===== src/hdl/hcb_pkg.sv =====
// -----------------------------------------------------------------------------
// hcb_pkg
// Shared widths and control types of the Huffman code builder.
// -----------------------------------------------------------------------------
`default_nettype none

package hcb_pkg;

    localparam int SYMBOL_W    = 8;
    localparam int IN_WEIGHT_W = 16;
    localparam int CODE_BITS_W = 15;
    localparam int CODE_LEN_W  = 4;
    localparam int S_TDATA_W   = 24;
    localparam int M_TDATA_W   = 32;

    // Start pulses from the top-level sequencer to the build and walk units.
    typedef struct packed {
        logic build_start;
        logic walk_start;
    } hcb_ctrl_t;

endpackage

`default_nettype wire


===== src/hdl/hcb_ram.sv =====
// -----------------------------------------------------------------------------
// hcb_ram
// Generic single-write, single-read RAM with a registered read port.
// -----------------------------------------------------------------------------
`default_nettype none

module hcb_ram #(
    parameter int DATA_W = 8,
    parameter int DEPTH  = 16
) (
    input  wire logic                     clk,
    input  wire logic                     we,
    input  wire logic [$clog2(DEPTH)-1:0] waddr,
    input  wire logic [DATA_W-1:0]        wdata,
    input  wire logic                     re,
    input  wire logic [$clog2(DEPTH)-1:0] raddr,
    output logic      [DATA_W-1:0]        rdata
);

    logic [DATA_W-1:0] mem [DEPTH];

    always_ff @(posedge clk)
    begin
        if (we)
        begin
            mem[waddr] <= wdata;
        end
        if (re)
        begin
            rdata <= mem[raddr];
        end
    end

endmodule

`default_nettype wire


===== src/hdl/hcb_build.sv =====
// -----------------------------------------------------------------------------
// hcb_build
// Tree builder: scans free nodes for the two lightest and merges them.
// -----------------------------------------------------------------------------
`default_nettype none

module hcb_build import hcb_pkg::*; #(
    parameter int MAX_SYMBOLS = 16,
    parameter int NODE_W      = 20
) (
    input  wire logic                                   clk,
    input  wire logic                                   rst_n,
    input  wire hcb_ctrl_t                              ctrl,
    input  wire logic [$clog2(MAX_SYMBOLS+1)-1:0]       n_leaves,
    output logic                                        wt_re,
    output logic      [$clog2(2*MAX_SYMBOLS-1)-1:0]     wt_raddr,
    input  wire logic [NODE_W-1:0]                      wt_rdata,
    output logic                                        wt_we,
    output logic      [$clog2(2*MAX_SYMBOLS-1)-1:0]     wt_waddr,
    output logic      [NODE_W-1:0]                      wt_wdata,
    output logic                                        par_we,
    output logic      [$clog2(2*MAX_SYMBOLS-1)-1:0]     par_waddr,
    output logic      [$clog2(2*MAX_SYMBOLS-1):0]       par_wdata,
    output logic      [2*MAX_SYMBOLS-2:0]               has_parent,
    output logic                                        done
);

    localparam int NODE_COUNT = 2 * MAX_SYMBOLS - 1;
    localparam int IDX_W      = $clog2(NODE_COUNT);
    localparam int CNT_W      = $clog2(MAX_SYMBOLS + 1);

    localparam logic [1:0] B_IDLE    = 2'd0;
    localparam logic [1:0] B_SCAN    = 2'd1;
    localparam logic [1:0] B_MERGE_B = 2'd2;

    logic [1:0]            state_reg,   state_next;
    logic [IDX_W-1:0]      k_reg,       k_next;
    logic [IDX_W-1:0]      rd_idx_reg,  rd_idx_next;
    logic                  cmp_vld_reg, cmp_vld_next;
    logic [IDX_W-1:0]      cmp_idx_reg, cmp_idx_next;
    logic                  got1_reg,    got1_next;
    logic                  got2_reg,    got2_next;
    logic [IDX_W-1:0]      a_reg,       a_next;
    logic [IDX_W-1:0]      b_reg,       b_next;
    logic [NODE_W-1:0]     wa_reg,      wa_next;
    logic [NODE_W-1:0]     wb_reg,      wb_next;
    logic [NODE_COUNT-1:0] hp_reg,      hp_next;
    logic [CNT_W:0]        n_twice;
    logic [IDX_W-1:0]      last_k;

    assign n_twice    = {n_leaves, 1'b0} - (CNT_W+1)'(2);
    assign last_k     = n_twice[IDX_W-1:0];
    assign has_parent = hp_reg;

    always_comb
    begin
        state_next   = state_reg;
        k_next       = k_reg;
        rd_idx_next  = rd_idx_reg;
        cmp_vld_next = 1'b0;
        cmp_idx_next = rd_idx_reg;
        got1_next    = got1_reg;
        got2_next    = got2_reg;
        a_next       = a_reg;
        b_next       = b_reg;
        wa_next      = wa_reg;
        wb_next      = wb_reg;
        hp_next      = hp_reg;
        wt_re        = 1'b0;
        wt_raddr     = rd_idx_reg;
        wt_we        = 1'b0;
        wt_waddr     = k_reg;
        wt_wdata     = wa_reg + wb_reg;
        par_we       = 1'b0;
        par_waddr    = a_reg;
        par_wdata    = {k_reg, 1'b0};
        done         = 1'b0;

        case (state_reg)
            B_IDLE:
            begin
                if (ctrl.build_start)
                begin
                    hp_next     = '0;
                    k_next      = IDX_W'(n_leaves);
                    rd_idx_next = '0;
                    got1_next   = 1'b0;
                    got2_next   = 1'b0;
                    if (n_leaves == CNT_W'(1))
                    begin
                        done = 1'b1;
                    end
                    else
                    begin
                        state_next = B_SCAN;
                    end
                end
            end
            B_SCAN:
            begin
                // issue stage: one weight read per cycle over nodes below k
                if (rd_idx_reg != k_reg)
                begin
                    wt_re        = 1'b1;
                    cmp_vld_next = 1'b1;
                    rd_idx_next  = rd_idx_reg + IDX_W'(1);
                end
                // compare stage: strict compares keep the lowest index on ties
                if (cmp_vld_reg && !hp_reg[cmp_idx_reg])
                begin
                    if (!got1_reg || (wt_rdata < wa_reg))
                    begin
                        if (got1_reg)
                        begin
                            b_next    = a_reg;
                            wb_next   = wa_reg;
                            got2_next = 1'b1;
                        end
                        a_next    = cmp_idx_reg;
                        wa_next   = wt_rdata;
                        got1_next = 1'b1;
                    end
                    else if (!got2_reg || (wt_rdata < wb_reg))
                    begin
                        b_next    = cmp_idx_reg;
                        wb_next   = wt_rdata;
                        got2_next = 1'b1;
                    end
                end
                // scan drained: write the new node and link the left child
                if ((rd_idx_reg == k_reg) && !cmp_vld_reg)
                begin
                    wt_we          = 1'b1;
                    par_we         = 1'b1;
                    hp_next[a_reg] = 1'b1;
                    state_next     = B_MERGE_B;
                end
            end
            B_MERGE_B:
            begin
                par_we         = 1'b1;
                par_waddr      = b_reg;
                par_wdata      = {k_reg, 1'b1};
                hp_next[b_reg] = 1'b1;
                if (k_reg == last_k)
                begin
                    done       = 1'b1;
                    state_next = B_IDLE;
                end
                else
                begin
                    k_next      = k_reg + IDX_W'(1);
                    rd_idx_next = '0;
                    got1_next   = 1'b0;
                    got2_next   = 1'b0;
                    state_next  = B_SCAN;
                end
            end
            default:
            begin
                state_next = B_IDLE;
            end
        endcase
    end

    always_ff @(posedge clk or negedge rst_n)
    begin
        if (!rst_n)
        begin
            state_reg   <= B_IDLE;
            k_reg       <= '0;
            rd_idx_reg  <= '0;
            cmp_vld_reg <= 1'b0;
            got1_reg    <= 1'b0;
            got2_reg    <= 1'b0;
            hp_reg      <= '0;
        end
        else
        begin
            state_reg   <= state_next;
            k_reg       <= k_next;
            rd_idx_reg  <= rd_idx_next;
            cmp_vld_reg <= cmp_vld_next;
            got1_reg    <= got1_next;
            got2_reg    <= got2_next;
            hp_reg      <= hp_next;
        end
    end

    always_ff @(posedge clk)
    begin
        cmp_idx_reg <= cmp_idx_next;
        a_reg       <= a_next;
        b_reg       <= b_next;
        wa_reg      <= wa_next;
        wb_reg      <= wb_next;
    end

endmodule

`default_nettype wire


===== src/hdl/hcb_walk.sv =====
// -----------------------------------------------------------------------------
// hcb_walk
// Code walker: follows parent links from each leaf and emits its code.
// -----------------------------------------------------------------------------
`default_nettype none

module hcb_walk import hcb_pkg::*; #(
    parameter int MAX_SYMBOLS = 16
) (
    input  wire logic                                   clk,
    input  wire logic                                   rst_n,
    input  wire hcb_ctrl_t                              ctrl,
    input  wire logic [$clog2(MAX_SYMBOLS+1)-1:0]       n_leaves,
    input  wire logic [2*MAX_SYMBOLS-2:0]               has_parent,
    output logic                                        par_re,
    output logic      [$clog2(2*MAX_SYMBOLS-1)-1:0]     par_raddr,
    input  wire logic [$clog2(2*MAX_SYMBOLS-1):0]       par_rdata,
    output logic                                        sym_re,
    output logic      [$clog2(MAX_SYMBOLS)-1:0]         sym_raddr,
    input  wire logic [SYMBOL_W-1:0]                    sym_rdata,
    output logic                                        m_tvalid,
    input  wire logic                                   m_tready,
    output logic      [M_TDATA_W-1:0]                   m_tdata,
    output logic                                        m_tlast,
    output logic                                        done
);

    localparam int IDX_W   = $clog2(2 * MAX_SYMBOLS - 1);
    localparam int CNT_W   = $clog2(MAX_SYMBOLS + 1);
    localparam int LEAF_W  = $clog2(MAX_SYMBOLS);
    localparam int DEPTH_W = (LEAF_W > CODE_LEN_W) ? LEAF_W : CODE_LEN_W;
    localparam int PAD_W   = M_TDATA_W - SYMBOL_W - CODE_BITS_W - CODE_LEN_W;

    localparam logic [2:0] W_IDLE = 3'd0;
    localparam logic [2:0] W_INIT = 3'd1;
    localparam logic [2:0] W_STEP = 3'd2;
    localparam logic [2:0] W_WAIT = 3'd3;
    localparam logic [2:0] W_OUT  = 3'd4;

    logic [2:0]             state_reg,  state_next;
    logic [LEAF_W-1:0]      leaf_reg,   leaf_next;
    logic [IDX_W-1:0]       node_reg,   node_next;
    logic [DEPTH_W-1:0]     len_reg,    len_next;
    logic [CODE_BITS_W-1:0] code_reg,   code_next;
    logic                   ovld_reg,   ovld_next;
    logic [SYMBOL_W-1:0]    osym_reg;
    logic [CODE_BITS_W-1:0] ocode_reg;
    logic [CODE_LEN_W-1:0]  olen_reg;
    logic                   olast_reg;
    logic                   load_out;
    logic                   last_leaf;

    assign last_leaf = (CNT_W'(leaf_reg) + CNT_W'(1)) == n_leaves;
    assign sym_raddr = leaf_reg;
    assign par_raddr = node_reg;

    always_comb
    begin
        state_next = state_reg;
        leaf_next  = leaf_reg;
        node_next  = node_reg;
        len_next   = len_reg;
        code_next  = code_reg;
        sym_re     = 1'b0;
        par_re     = 1'b0;
        load_out   = 1'b0;
        done       = 1'b0;

        case (state_reg)
            W_IDLE:
            begin
                if (ctrl.walk_start)
                begin
                    leaf_next  = '0;
                    state_next = W_INIT;
                end
            end
            W_INIT:
            begin
                sym_re     = 1'b1;
                node_next  = IDX_W'(leaf_reg);
                len_next   = '0;
                code_next  = '0;
                state_next = W_STEP;
            end
            W_STEP:
            begin
                // the root has no parent and ends the walk
                if (has_parent[node_reg])
                begin
                    par_re     = 1'b1;
                    state_next = W_WAIT;
                end
                else
                begin
                    state_next = W_OUT;
                end
            end
            W_WAIT:
            begin
                // low bit of the parent entry marks a right child
                if (par_rdata[0] && (len_reg < DEPTH_W'(CODE_BITS_W)))
                begin
                    code_next[len_reg[CODE_LEN_W-1:0]] = 1'b1;
                end
                len_next   = len_reg + DEPTH_W'(1);
                node_next  = par_rdata[IDX_W:1];
                state_next = W_STEP;
            end
            W_OUT:
            begin
                if (!ovld_reg || m_tready)
                begin
                    load_out = 1'b1;
                    if (last_leaf)
                    begin
                        done       = 1'b1;
                        state_next = W_IDLE;
                    end
                    else
                    begin
                        leaf_next  = leaf_reg + LEAF_W'(1);
                        state_next = W_INIT;
                    end
                end
            end
            default:
            begin
                state_next = W_IDLE;
            end
        endcase
    end

    always_comb
    begin
        ovld_next = ovld_reg;
        if (load_out)
        begin
            ovld_next = 1'b1;
        end
        else if (m_tready)
        begin
            ovld_next = 1'b0;
        end
    end

    always_ff @(posedge clk or negedge rst_n)
    begin
        if (!rst_n)
        begin
            state_reg <= W_IDLE;
            leaf_reg  <= '0;
            ovld_reg  <= 1'b0;
        end
        else
        begin
            state_reg <= state_next;
            leaf_reg  <= leaf_next;
            ovld_reg  <= ovld_next;
        end
    end

    always_ff @(posedge clk)
    begin
        node_reg <= node_next;
        len_reg  <= len_next;
        code_reg <= code_next;
        if (load_out)
        begin
            osym_reg  <= sym_rdata;
            ocode_reg <= code_reg;
            olen_reg  <= len_reg[CODE_LEN_W-1:0];
            olast_reg <= last_leaf;
        end
    end

    assign m_tvalid = ovld_reg;
    assign m_tdata  = {PAD_W'(0), olen_reg, ocode_reg, osym_reg};
    assign m_tlast  = olast_reg;

endmodule

`default_nettype wire


===== src/hdl/huffman_code_builder.sv =====
// -----------------------------------------------------------------------------
// huffman_code_builder
// Loads symbol/weight pairs, builds a Huffman tree and emits one code per leaf.
// -----------------------------------------------------------------------------
// Requests on the slave side carry one symbol and its weight; tlast closes the
// set. Up to MAX_SYMBOLS leaves are stored, further requests of a set are
// dropped but their tlast still starts the build. The tree lives in two
// synchronous RAMs: a weight RAM for all 2*MAX_SYMBOLS-1 nodes and a parent
// RAM holding each node's parent index plus a right-child flag. For every new
// node k the builder sweeps the weight RAM over nodes 0..k-1, one read a
// cycle, keeping the two lightest parentless nodes (ties go to the lower
// index); the lighter becomes the left child (bit 0). Parent flags sit in
// flip-flops and are cleared when a build starts, so no clearing pass is
// needed. The walker then follows parent links from each leaf in load order,
// reading one parent RAM entry per tree level, and presents symbol, code
// (root bit most significant, right-aligned) and length on the master side;
// a lone symbol yields length 0. The weight RAM read port paces the build
// scan and parent RAM reads pace the walk. The slave side is held off from
// the closing request until the last code has been taken into the output
// register.
// -----------------------------------------------------------------------------
`default_nettype none

module huffman_code_builder import hcb_pkg::*; #(
    parameter int MAX_SYMBOLS = 16,
    parameter int WEIGHT_BITS = 16
) (
    input  wire logic                 clk,
    input  wire logic                 rst_n,
    input  wire logic                 s_tvalid,
    output logic                      s_tready,
    input  wire logic [S_TDATA_W-1:0] s_tdata,   // symbol[7:0], weight[23:8]
    input  wire logic                 s_tlast,   // last_symbol
    output logic                      m_tvalid,
    input  wire logic                 m_tready,
    output logic      [M_TDATA_W-1:0] m_tdata,   // code_symbol[7:0],
                                                 // code_bits[22:8],
                                                 // code_length[26:23], zeros
    output logic                      m_tlast    // last_code
);

    localparam int NODE_COUNT = 2 * MAX_SYMBOLS - 1;
    localparam int IDX_W      = $clog2(NODE_COUNT);
    localparam int CNT_W      = $clog2(MAX_SYMBOLS + 1);
    localparam int LEAF_W     = $clog2(MAX_SYMBOLS);
    localparam int LEAF_WT_W  = (WEIGHT_BITS < IN_WEIGHT_W) ? WEIGHT_BITS : IN_WEIGHT_W;
    localparam int NODE_W     = LEAF_WT_W + $clog2(MAX_SYMBOLS);

    localparam logic [1:0] ST_LOAD  = 2'd0;
    localparam logic [1:0] ST_BUILD = 2'd1;
    localparam logic [1:0] ST_WALK  = 2'd2;

    logic [1:0]       state_reg, state_next;
    logic [CNT_W-1:0] count_reg, count_next;
    logic [CNT_W-1:0] n_reg,     n_next;
    hcb_ctrl_t        ctrl_reg,  ctrl_next;

    logic             accept;
    logic             store;

    // build unit ports
    logic              b_wt_re;
    logic [IDX_W-1:0]  b_wt_raddr;
    logic              b_wt_we;
    logic [IDX_W-1:0]  b_wt_waddr;
    logic [NODE_W-1:0] b_wt_wdata;
    logic              b_done;
    logic [NODE_COUNT-1:0] has_parent;

    // RAM ports
    logic              wt_we;
    logic [IDX_W-1:0]  wt_waddr;
    logic [NODE_W-1:0] wt_wdata;
    logic [NODE_W-1:0] wt_rdata;
    logic              par_we;
    logic [IDX_W-1:0]  par_waddr;
    logic [IDX_W:0]    par_wdata;
    logic              par_re;
    logic [IDX_W-1:0]  par_raddr;
    logic [IDX_W:0]    par_rdata;
    logic              sym_re;
    logic [LEAF_W-1:0] sym_raddr;
    logic [SYMBOL_W-1:0] sym_rdata;
    logic              w_done;

    assign s_tready = (state_reg == ST_LOAD);
    assign accept   = s_tvalid && s_tready;
    // drop leaves beyond the table but keep their tlast
    assign store    = accept && (count_reg != CNT_W'(MAX_SYMBOLS));

    always_comb
    begin
        state_next = state_reg;
        count_next = count_reg;
        n_next     = n_reg;
        ctrl_next  = '0;

        case (state_reg)
            ST_LOAD:
            begin
                if (accept && s_tlast)
                begin
                    n_next                = store ? (count_reg + CNT_W'(1)) : count_reg;
                    count_next            = '0;
                    ctrl_next.build_start = 1'b1;
                    state_next            = ST_BUILD;
                end
                else if (store)
                begin
                    count_next = count_reg + CNT_W'(1);
                end
            end
            ST_BUILD:
            begin
                if (b_done)
                begin
                    ctrl_next.walk_start = 1'b1;
                    state_next           = ST_WALK;
                end
            end
            ST_WALK:
            begin
                if (w_done)
                begin
                    state_next = ST_LOAD;
                end
            end
            default:
            begin
                state_next = ST_LOAD;
            end
        endcase
    end

    always_ff @(posedge clk or negedge rst_n)
    begin
        if (!rst_n)
        begin
            state_reg <= ST_LOAD;
            count_reg <= '0;
            n_reg     <= '0;
            ctrl_reg  <= '0;
        end
        else
        begin
            state_reg <= state_next;
            count_reg <= count_next;
            n_reg     <= n_next;
            ctrl_reg  <= ctrl_next;
        end
    end

    // weight RAM write port: leaves while loading, merged nodes while building
    assign wt_we    = store || b_wt_we;
    assign wt_waddr = store ? IDX_W'(count_reg) : b_wt_waddr;
    assign wt_wdata = store ? NODE_W'(s_tdata[SYMBOL_W +: LEAF_WT_W]) : b_wt_wdata;

    hcb_ram #(
        .DATA_W (NODE_W),
        .DEPTH  (NODE_COUNT)
    ) u_weight_ram (
        .clk   (clk),
        .we    (wt_we),
        .waddr (wt_waddr),
        .wdata (wt_wdata),
        .re    (b_wt_re),
        .raddr (b_wt_raddr),
        .rdata (wt_rdata)
    );

    hcb_ram #(
        .DATA_W (IDX_W + 1),
        .DEPTH  (NODE_COUNT)
    ) u_parent_ram (
        .clk   (clk),
        .we    (par_we),
        .waddr (par_waddr),
        .wdata (par_wdata),
        .re    (par_re),
        .raddr (par_raddr),
        .rdata (par_rdata)
    );

    hcb_ram #(
        .DATA_W (SYMBOL_W),
        .DEPTH  (MAX_SYMBOLS)
    ) u_symbol_ram (
        .clk   (clk),
        .we    (store),
        .waddr (count_reg[LEAF_W-1:0]),
        .wdata (s_tdata[SYMBOL_W-1:0]),
        .re    (sym_re),
        .raddr (sym_raddr),
        .rdata (sym_rdata)
    );

    hcb_build #(
        .MAX_SYMBOLS (MAX_SYMBOLS),
        .NODE_W      (NODE_W)
    ) u_build (
        .clk        (clk),
        .rst_n      (rst_n),
        .ctrl       (ctrl_reg),
        .n_leaves   (n_reg),
        .wt_re      (b_wt_re),
        .wt_raddr   (b_wt_raddr),
        .wt_rdata   (wt_rdata),
        .wt_we      (b_wt_we),
        .wt_waddr   (b_wt_waddr),
        .wt_wdata   (b_wt_wdata),
        .par_we     (par_we),
        .par_waddr  (par_waddr),
        .par_wdata  (par_wdata),
        .has_parent (has_parent),
        .done       (b_done)
    );

    hcb_walk #(
        .MAX_SYMBOLS (MAX_SYMBOLS)
    ) u_walk (
        .clk        (clk),
        .rst_n      (rst_n),
        .ctrl       (ctrl_reg),
        .n_leaves   (n_reg),
        .has_parent (has_parent),
        .par_re     (par_re),
        .par_raddr  (par_raddr),
        .par_rdata  (par_rdata),
        .sym_re     (sym_re),
        .sym_raddr  (sym_raddr),
        .sym_rdata  (sym_rdata),
        .m_tvalid   (m_tvalid),
        .m_tready   (m_tready),
        .m_tdata    (m_tdata),
        .m_tlast    (m_tlast),
        .done       (w_done)
    );

endmodule

`default_nettype wire


===== config.mk =====
export PLATFORM = sky130hd
export DESIGN_NAME = huffman_code_builder
export DESIGN_NICKNAME = d
export VERILOG_FILES = /design/src/hdl/hcb_pkg.sv /design/src/hdl/hcb_ram.sv /design/src/hdl/hcb_build.sv /design/src/hdl/hcb_walk.sv /design/src/hdl/huffman_code_builder.sv
export SDC_FILE = /design/constraint.sdc
export NUM_CORES = 1
export LEC_CHECK = 0
export BUFFER_PORTS_ARGS = -buffer_cell sky130_fd_sc_hd__buf_4
export CORE_ASPECT_RATIO = 1.1
export CORE_MARGIN = 4
export CORE_UTILIZATION = 45
export DETAILED_ROUTE_END_ITERATION = 16
export GPL_TIMING_DRIVEN = 1
export HOLD_SLACK_MARGIN = 0.03
export SYNTH_ARGS = -nofsm -noshare
export SYNTH_HDL_FRONTEND = slang
export SYNTH_SLANG_ARGS = --single-unit

===== constraint.sdc =====
create_clock -name clk -period 4.9 [get_ports clk]
set_clock_uncertainty 0.05 [all_clocks]
set_input_delay 0.245 -clock clk [delete_from_list [all_inputs] [get_ports clk]]
set_output_delay 0.245 -clock clk [all_outputs]
set_load 0.005 [all_outputs]

=== After elaboration in Yosys (flattened, before gate mapping) ===
Memory sizes are Yosys's and may differ from the RTL's. A register that Yosys moved wholly into a read port is not among the register bits.
Cells that the tools add are included.

* Flip-flop bits (word level): 175
* Bits in writable memories: 934
* Input bits: 29
* Output and inout port bits: 35
* Logic and storage cells: 217
* Memories: 3

* $add $sub $neg: 8
* Order comparisons: 11
* Equality and inequality tests: 31
* Muxes and demuxes: 93
* Bitwise logic cells: 3
* Reductions and logical operators: 41

{| class="wikitable"
|+ Memory list
! name !! words !! width !! rd ports !! clocked after memory_dff !! wr ports !! RTL line !! text
|-
| u_weight_ram.mem || 31 || 20 || 1 || 1 || 1 || hcb_ram.sv:20 || <nowiki>logic [DATA_W-1:0] mem [DEPTH];</nowiki>
|-
| u_parent_ram.mem || 31 || 6 || 1 || 1 || 1 || hcb_ram.sv:20 ||
|-
| u_symbol_ram.mem || 16 || 8 || 1 || 1 || 1 || hcb_ram.sv:20 ||
|}

{| class="wikitable"
|+ Operator list
! cell !! count
|-
| $pmux W31 S3 || 1
|-
| $mux W20 || 4
|-
| $mux W31 || 2
|-
| $or A31 B31 Y31 || 2
|-
| $mux W5 || 12
|-
| $mux W1 || 43
|-
| $lt A20 B20 Y1 || 2
|-
| $pmux W15 S2 || 1
|-
| $lt A5 B6 Y1 const B || 4
|-
| $add A20 B20 Y20 || 1
|-
| $pmux W5 S2 || 2
|-
| $ne A2 B1 Y1 const B || 9
|-
| $pmux W4 S2 || 2
|-
| $add A5 B1 Y5 const B || 3
|-
| $eq A5 B5 Y1 || 3
|-
| $mux W15 || 1
|-
| $or A15 B15 Y15 || 1
|-
| $pmux W5 S3 || 1
|-
| $reduce_and A3 Y1 || 5
|-
| $mux W2 || 6
|-
| $mux W4 || 3
|-
| $ne A2 B2 Y1 const B || 6
|-
| $pmux W2 S3 || 2
|-
| $pmux W3 S4 || 1
|-
| 35 further kinds || 70
|}

=== Logic depth before layout (Yosys ltp) ===
Gate-level depths: netlist (run 1).

* Depth in word-level cells: 7
* Gate-level depth with buffers: 10
* Gate-level depth less buffers: 9

=== Cells and area by module ===
Synthesis (run 1) repeated with hierarchy kept, for this count alone.

* Cells, all modules: 2,741
* Area total of the unflattened synthesis: 47,817.1 µm²

{| class="wikitable"
|+ Modules (own cells, without submodules)
! module !! instances !! cells an instance !! area an instance (µm²) !! seq. area each (µm²)
|-
| hcb_ram at u_weight_ram || 1 || 1,122 || 24,333.3 || 19,218.4
|-
| hcb_ram at u_parent_ram || 1 || 385 || 7,576.0 || 5,765.5
|-
| hcb_build || 1 || 690 || 6,814.0 || 2,752.6
|-
| hcb_ram at u_symbol_ram || 1 || 229 || 5,227.5 || 4,083.9
|-
| hcb_walk || 1 || 208 || 2,807.7 || 1,761.7
|-
| huffman_code_builder || 1 || 107 || 1,058.5 || 350.3
|}

=== Least setup slack after synthesis (run 1) ===
No wires, ideal clock.

* Path type: register to register
* Start point: register u_build.wa_reg[4]
* End point: memory u_weight_ram.mem[0][7] in the netlist's numbering, data pin
* Library setup time: 0.603 ns
* Arrival: 3.471 ns
* Data required time: 4.247 ns
* Setup slack: 0.776 ns
* Cell stages (with the launch flop): 7
* Path buffers: 0
* Clock period less this slack: 4.124 ns
* Path through: edfxtp_1 ha_1 a21o_1 a31oi_1 a21boi_0 o21ai_0 o311ai_0

* Longest elaborated chain between the ends: 2

{| class="wikitable"
|+ Ends and longest elaborated chain
! what !! RTL line !! text
|-
| start, declared || hcb_build.sv:45 || <nowiki>logic [NODE_W-1:0] wa_reg, wa_next;</nowiki>
|-
| start signal, assigned || hcb_build.sv:195 || <nowiki>wa_reg <= wa_next;</nowiki>
|-
| $add A20 B20 Y20 || hcb_build.sv:73 || <nowiki>wt_wdata = wa_reg + wb_reg;</nowiki>
|-
| $mux W20 || huffman_code_builder.sv:156 || <nowiki>assign wt_wdata = store ? NODE_W'(s_tdata[SYMBOL_W +: LEAF_WT_W]) : b_wt_wdata;</nowiki>
|-
| named net u_weight_ram.wdata[7] || hcb_ram.sv:14 || <nowiki>input wire logic [DATA_W-1:0] wdata,</nowiki>
|-
| end, declared || hcb_ram.sv:20 ||
|}

The timed path passes the listed nets, and every way through them passes these cells.

=== Worst setup path after layout (run 1) ===
* Start point: register u_build.rd_idx_reg[0] (netlist: u_build.wt_raddr[0])
* End point: memory u_weight_ram.mem[28][4] in the netlist's numbering, enable pin

* Longest elaborated chain between the ends: 7

{| class="wikitable"
|+ Ends and longest elaborated chain
! what !! RTL line !! text
|-
| start, declared || hcb_build.sv:38 || <nowiki>logic [IDX_W-1:0] rd_idx_reg, rd_idx_next;</nowiki>
|-
| start signal, assigned || hcb_build.sv:182 || <nowiki>rd_idx_reg <= rd_idx_next;</nowiki>
|-
| $eq A5 B5 Y1 || hcb_build.sv:131 || <nowiki>if ((rd_idx_reg == k_reg) && !cmp_vld_reg)</nowiki>
|-
| $logic_and A1 B1 Y1 || hcb_build.sv:131 ||
|-
| $mux W1 || hcb_build.sv:131 ||
|-
| $mux W1 || hcb_build.sv:79 || <nowiki>case (state_reg)</nowiki>
|-
| $logic_or A1 B1 Y1 || huffman_code_builder.sv:154 || <nowiki>assign wt_we = store || b_wt_we;</nowiki>
|-
| $mux W1 || hcb_ram.sv:24 || <nowiki>if (we)</nowiki>
|-
| $mux W1 (not written as such) || hcb_ram.sv:26 || <nowiki>mem[waddr] <= wdata;</nowiki>
|}

No other way between the ends.

==> impl_results.md, run 1 <==
* CP Cell Sequence: xor2_1 > nor3_1 > and4b_1 > and2_4 > a22oi_2 > nor2_2
* Antenna Diode Count at 0
* Top Registers: u_weight_ram.mem: 620 flops, u_parent_ram.mem: 186 flops, u_symbol_ram.mem: 128 flops
* Nets at 2742
* Reg2reg setup slack at 1.35 ns
* Gr busiest metal: met2
* Fmax at 282 MHz
* Max Root-Sink Buffers at 3
* Die height at 347 um
* Simple-Gate Fraction of Synth Area at 0.0420
* Asr flop ratio synth at 0.0595
* Cell count after placement at 3899
* Worst skew pair latency at 0.70 ns
* Final setup TNS at 0 ns
* Cells after Synth at 2505
* Normalized max-slew margin at 0.102
* Synth top area share at 0.683
* Period utilization at 0.724
* P_leak at 17.4 nW
* GRT overflow at 0
* I/O pins at 64
* WL/cell at 26.3 um
* Synthesis Warnings at 0
* DR vias at 23700
* Post-route ant nets at 0
* Global-route wire length before repair at 161 mm
* Area contributors post-synth: edfxtp_1, mux4_2, dfrtp_1, ha_1, nor2_1
* CP Launch Type: flop
* Top_reg_cell synth: edfxtp_1
* IO buf count at 58
* CTS tree: built
* Drc violations at 0
* Final Critical Period at 3.55 ns
* CP bufs+invs at 0
* Initial core utilization at 0.453
* Adder-Cell Fraction of Synth Area at 0.0201
* Commonest cells after routing, fill and taps aside: edfxtp_1, mux4_2, nor2_1
* Non-filler cells, final at 4124
* WP data required at 5.15 ns
* Critical path type: flop to flop
* Largest family of logic cells by synthesized area: multiplexers
* Post-synthesis xor/xnor area fraction at 0.00495
* Placement Cell Area at 49500 um2
* Yosys top cell by area: edfxtp_1
* DIE WIDTH at 316 um
* Met3 usage at 0.0313
* DRT iter0 DRCs at 2328
* Maximum fanout along the worst path at 23
* Clk sink count at 1143
* Yosys cell types at 76
* Fin. Hold Viols at 0
* R2r endpoint: u_weight_ram.mem[28][4]$_DFFE_PP_
* Largest net degree at the start of global routing at 141
* Slew at the pin closest to its max-slew limit at 1.35 ns
* Worst vdd ir at 0.369 mV
* GR Util All Layers at 0.199
* Mapped Area at 47000 um2
* Unrepaired setup endpoints after global routing: no
* Row count at 124
* Total CTS buffers at 113
* P&R area growth vs syn at 13.1%
* Pre-antenna DRT Iters at 5
* Most common cell after layout, fill and taps aside: edfxtp_1
* Hold depth at 2
* GR Util met1 at 0.269
* Slew Limit Fails at 0
* Design Area, Final at 53200 um2
* CP arrival at 3.80 ns
* Clk slew on worst S/H paths at 0.06 ns
* Post-synth EDFFs at 1070
* Max reg flops at 620
* Worst r2r path cells at 6
* DPL Wire Length at 65.6 mm
* Layout cells sized above 1 at 0.259
* Slowest cell on crit path: nor2_2
* FF+latch count, synth at 1143
* R2R Path Start: u_build.wt_raddr[0]$_DFFE_PN0P_
* Max cap viols at 0
* Root buf cell: clkbuf_16
* Largest delay share family, worst path: simple AND/OR/NAND/NOR gates
* Slowest stage delay, CP at 1.04 ns
* Tot Pwr at 28.0 mW
* Vias per std cell at 5.75
* Crit path from: u_build.wt_raddr[0]$_DFFE_PN0P_
* Avg Inst Size Synth at 18.8 um2
* Beginning of the worst hold path: s_tlast
* WL final at 108 mm
* Post-synthesis mux area share at 0.160
* Crit. End Element: flop
* GRT met2 Usage at 0.332
* Initial antenna violation count at 1
* Vias in the first global route at 24400
* Die area at 110000 um2
* Status: finished, final reports clean
* Worst hold endpoint: ctrl_reg[1]$_DFF_PN0_
* Type of the worst min-delay path: primary input to flop
* Gpl congestion at 0.865
* PwrDens at 526 nW/um2
* Synth Area in Compound Gates at 0.0338
* CTS H-tree lvls at 3
* Post-synthesis sequential area ratio at 0.722
* Final setup viols at 0
* CORE AREA at 104000 um2
* Biggest register: u_weight_ram.mem
-- stage by stage --
stage	worst slack, ns	hold slack, ns	utilization
after global routing	1.11	0.0925	0.513
final	1.35	0.0923	0.513
after global placement	1.44	0.350	0.477
after CTS	1.27	0.0393	0.512
after floorplan	0.776	-0.101	-
after detailed placement	1.30	0.356	0.477
-- layer usage --
metal / vias to the layer above / wire length, um
li1: 10400 / -
met1: 12500 / 44600
met2: 701 / 54500
met3: 173 / 5950
met4: 0 / 3410
met5: - / 0
-- layout make-up --
cell class                 count  area (um2)
clock buffer                 138        2980
clock inverter                77         634
fill                        8274       50600
inverter                      67         251
multi-input combinational   1176       12500
sequential                  1143       33900
tap                         1386        1730
timing repair buffer         137        1140
-- cells in the mapped netlist, drive strengths merged (4+ instances only) --
| cell type | count |
|---|---|
| a211oi | 6 |
| a21o | 12 |
| a21oi | 94 |
| a22oi | 5 |
| a31o | 6 |
| a31oi | 14 |
| a32o | 4 |
| a32oi | 4 |
| and2 | 16 |
| and3 | 12 |
| buf | 65 |
| clkbuf | 58 |
| dfrtp | 68 |
| dfxtp | 5 |
| edfxtp | 1070 |
| ha | 74 |
| inv | 67 |
| mux2 | 58 |
| mux2i | 52 |
| mux4 | 282 |
| nand2 | 100 |
| nand2b | 16 |
| nand3 | 23 |
| nand4 | 11 |
| nand4b | 5 |
| nor2 | 184 |
| nor2b | 9 |
| nor3 | 26 |
| nor3b | 5 |
| nor4 | 4 |
| nor4b | 4 |
| o21a | 9 |
| o21ai | 56 |
| o31ai | 5 |
| xnor2 | 9 |
| xor2 | 15 |
-- cell families (layout without fill, tap and decap cells) --
family	Yosys count	after routing
compound gates	251	251
xor+xnor	25	25
fa+ha+maj	75	75
buf+inv	190	419
flops	1143	1143
mux	392	392
other cells	1	5
simple gates	428	428
-- report_power, final --
part	total, mW	switching [mW]	internal [mW]	leakage [nW]
Clock	8.39	3.71	4.68	1.75
Combinational	6.51	3.83	2.68	5.09
Sequential	13.1	0.753	12.3	10.6
Total	28.0	8.29	19.7	17.4
-- worst max path at each step --
stage / end / slack [ns] / depth (start not counted)
after global placement: u_build.wb_reg[2]$_DFFE_PP_ / 1.44 / 6
final: u_weight_ram.mem[28][4]$_DFFE_PP_ / 1.35 / 6
after floorplan: u_weight_ram.mem[0][7]$_DFFE_PP_ / 0.78 / 6
after global routing: u_build.wb_reg[1]$_DFFE_PP_ / 1.11 / 6
after detailed placement: u_build.wb_reg[1]$_DFFE_PP_ / 1.30 / 6
after CTS: u_build.wb_reg[16]$_DFFE_PP_ / 1.27 / 6
-- repair_timing --
item	CTS	global route
gates resized for setup	0	0
hold buffers	10	0
hold endpoints to repair	198	0
buffers inserted	0	0
No activity file was read; power rests on OpenSTA's default activity.
==> inputs of run 2 (changes only) <==
- clock period: 4.9 -> 3.2 ns (I/O delays scaled with it)
==> run 2 against run 1 <==
  * Die area unchanged
  * First-iteration DRC count down 2.4%
  * Critical path type unchanged
  * Clock power up 62%
  * Highest routed layer unchanged
  * Setup slack worse by 1.3 ns
==> impl_results.md, run 2 (synthesis results as in run 1) <==
* Unrepaired setup endpoints after global routing: no
* Period utilization at 0.969 (+0.244)
* DPL Wire Length at 68.2 mm (+3.9%)
* Reported net switching power at 12.8 mW (+55%)
* CTS tree: built
* Vias in the first global route at 25000 (+2.3%)
* Placement Setup Slack at -0.0468 ns (-1.35 ns)
* Hold Slack at 0.0685 ns (-0.0238 ns)
* Pre-antenna DRT Iters at 6 (+1)
* Vias per std cell at 5.69 (-1.1%)
* Top Registers: u_weight_ram.mem: 620 flops, u_parent_ram.mem: 186 flops, u_symbol_ram.mem: 128 flops
* Sw Share at 0.290 (-0.00625)
* Clk sink count at 1143 (unchanged)
* Biggest register: u_weight_ram.mem
* Fmax at 323 MHz (+15%)
* GR Util All Layers at 0.199 (+0.000413)
* CP arrival at 3.40 ns (-0.40 ns)
* Layout cells sized above 1 at 0.287 (+0.0282)
* WP data required at 3.50 ns (-1.65 ns)
* Drc violations at 0 (unchanged)
* R2R Path Start: u_build.wa_reg[8]$_DFFE_PP_
* Fin. Hold Viols at 0 (unchanged)
* Gpl congestion at 0.824 (-4.8%)
* Die area at 110000 um2 (unchanged)
* R2r endpoint: u_weight_ram.mem[24][15]$_DFFE_PP_
* Root buf cell: clkbuf_16
* Antenna Diode Count at 0 (unchanged)
* IO buf count at 58 (unchanged)
* Largest delay share family, worst path: simple AND/OR/NAND/NOR gates
* P&R area growth vs syn at 16.2%
* Worst r2r path cells at 7 (+1)
* CP Cell Sequence: ha_1 > and4_1 > nand3_1 > a21oi_1 > nor3_1 > nor4b_2 > nor3_4
* Global-route wire length before repair at 162 mm (+0.68%)
* WL/cell at 25.8 um (-2.1%)
* Tot Pwr at 44.3 mW (+58%)
* Flop pwr share at 0.445 (-0.023)
* DIE WIDTH at 316 um (unchanged)
* # fillers at 8144 (-1.6%)
* Slew Limit Fails at 0 (unchanged)
* Nets at 2849 (+3.9%)
* Setup slack after layout at 0.101 ns (-1.25 ns)
* Max cap viols at 0 (unchanged)
* Maximum fanout along the worst path at 15 (-35%)
* Post-route ant nets at 0 (unchanged)
* DR vias at 24000 (+1.4%)
* CORE AREA at 104000 um2 (unchanged)
* CP bufs+invs at 0 (unchanged)
* Row count at 124 (unchanged)
* Final setup viols at 0 (unchanged)
* I/O pins at 64 (unchanged)
* Slowest cell on crit path: nor4b_2
* P_leak at 18.2 nW (+4.5%)
* Critical path type: flop to flop
* Commonest cells after routing, fill and taps aside: edfxtp_1, mux4_2, buf_4
* Most common cell after layout, fill and taps aside: edfxtp_1
* Worst skew pair latency at 0.70 ns (about the same)
* Largest net degree at the start of global routing at 69 (-51%)
* Crit path from: u_build.wa_reg[8]$_DFFE_PP_
* GRT overflow at 0 (unchanged)
* Clock power share at 0.307 (+0.007)
* CTS H-tree lvls at 3 (unchanged)
* Die height at 347 um (unchanged)
* Normalized max-slew margin at 0.212 (+0.110)
* WL final at 109 mm (+0.39%)
* Max reg flops at 620 (unchanged)
* Initial antenna violation count at 0 (-1)
* Slew at the pin closest to its max-slew limit at 1.17 ns (-0.178 ns)
* Final Critical Period at 3.10 ns (-0.450 ns)
* Internal power at 31.4 mW (+59%)
* Clk slew on worst S/H paths at 0.06 ns (about the same)
* Slowest stage delay, CP at 0.82 ns (-0.22 ns)
* Max Root-Sink Buffers at 3 (unchanged)
* Type of the worst min-delay path: primary input to async pin
* Worst vdd ir at 0.530 mV (+44%)
* Comb pwr share at 0.248 (+0.015)
* Total CTS buffers at 113 (unchanged)
* CP Launch Type: flop
* Initial core utilization at 0.453 (unchanged)
* Final setup TNS at 0 ns (unchanged)
* FF+latch area at 33900 um2 (unchanged)
* PwrDens at 810 nW/um2 (+54%)
* Crit. End Element: flop
* Status: finished, final reports clean
* Reg2reg setup slack at 0.10 ns (-1.25 ns)
* Multi-input gate area at 12600 um2 (+0.75%)
* DRT iter0 DRCs at 2271 (-2.4%)
==> run 2: timing repair <==
action,4_1_cts,5_1_grt
gates resized for setup,4,7
pin swaps,1,3
buffers inserted,1,3
hold buffers,14,0
endpoints found under the setup margin,31,186
hold endpoints to repair,263,0
cloned,1,1
==> run 2: power groups by stage <==
stage	combinational, mW	clock [mW]	sequential [mW]
2_1_floorplan	7.09	0	19.7
6_report	11.0	13.6	19.7
4_1_cts	11.1	13.9	19.7
3_5_place_dp	10.9	0	20.0
3_3_place_gp	10.7	0	19.9
5_1_grt	12.0	14.6	19.8
==> run 2: cell type report <==
class / instances / area share
clock buffer: 133 / 0.0535
tap: 1386 / 0.0317
sequential: 1143 / 0.621
clock inverter: 79 / 0.0168
timing repair buffer: 242 / 0.0415
inverter: 67 / 0.00460
multi-input combinational: 1178 / 0.231
==> run 2: stage by stage <==
step | instances | util | cell area (um2)
after CTS | 4224 | 0.526 | 54600
after global routing | 4228 | 0.526 | 54600
after global placement | 3996 | 0.487 | 50500
after floorplan | 2509 | - | 47100
final | 4228 | 0.526 | 54600
after detailed placement | 3996 | 0.487 | 50500
==> run 2: worst max path at each step <==
stage	slack, ns	to	cells after the start
after floorplan	-0.13	u_weight_ram.mem[10][0]$_DFFE_PP_	7
after global placement	0.15	u_weight_ram.mem[28][15]$_DFFE_PP_	7
after detailed placement	-0.05	u_weight_ram.mem[19][15]$_DFFE_PP_	8
after CTS	0.06	u_weight_ram.mem[19][12]$_DFFE_PP_	8
after global routing	0.01	u_weight_ram.mem[23][12]$_DFFE_PP_	9
final	0.10	u_weight_ram.mem[24][15]$_DFFE_PP_	7
==> run 2: layer usage <==
layer | share of wire | GRT usage | vias to the layer above
li1 | - | - | 10600
met1 | 0.40 | 0.262 | 12600
met2 | 0.52 | 0.342 | 661
met3 | 0.051 | 0.0318 | 155
met4 | 0.029 | 0.0639 | 0
met5 | 0 | 0 | -
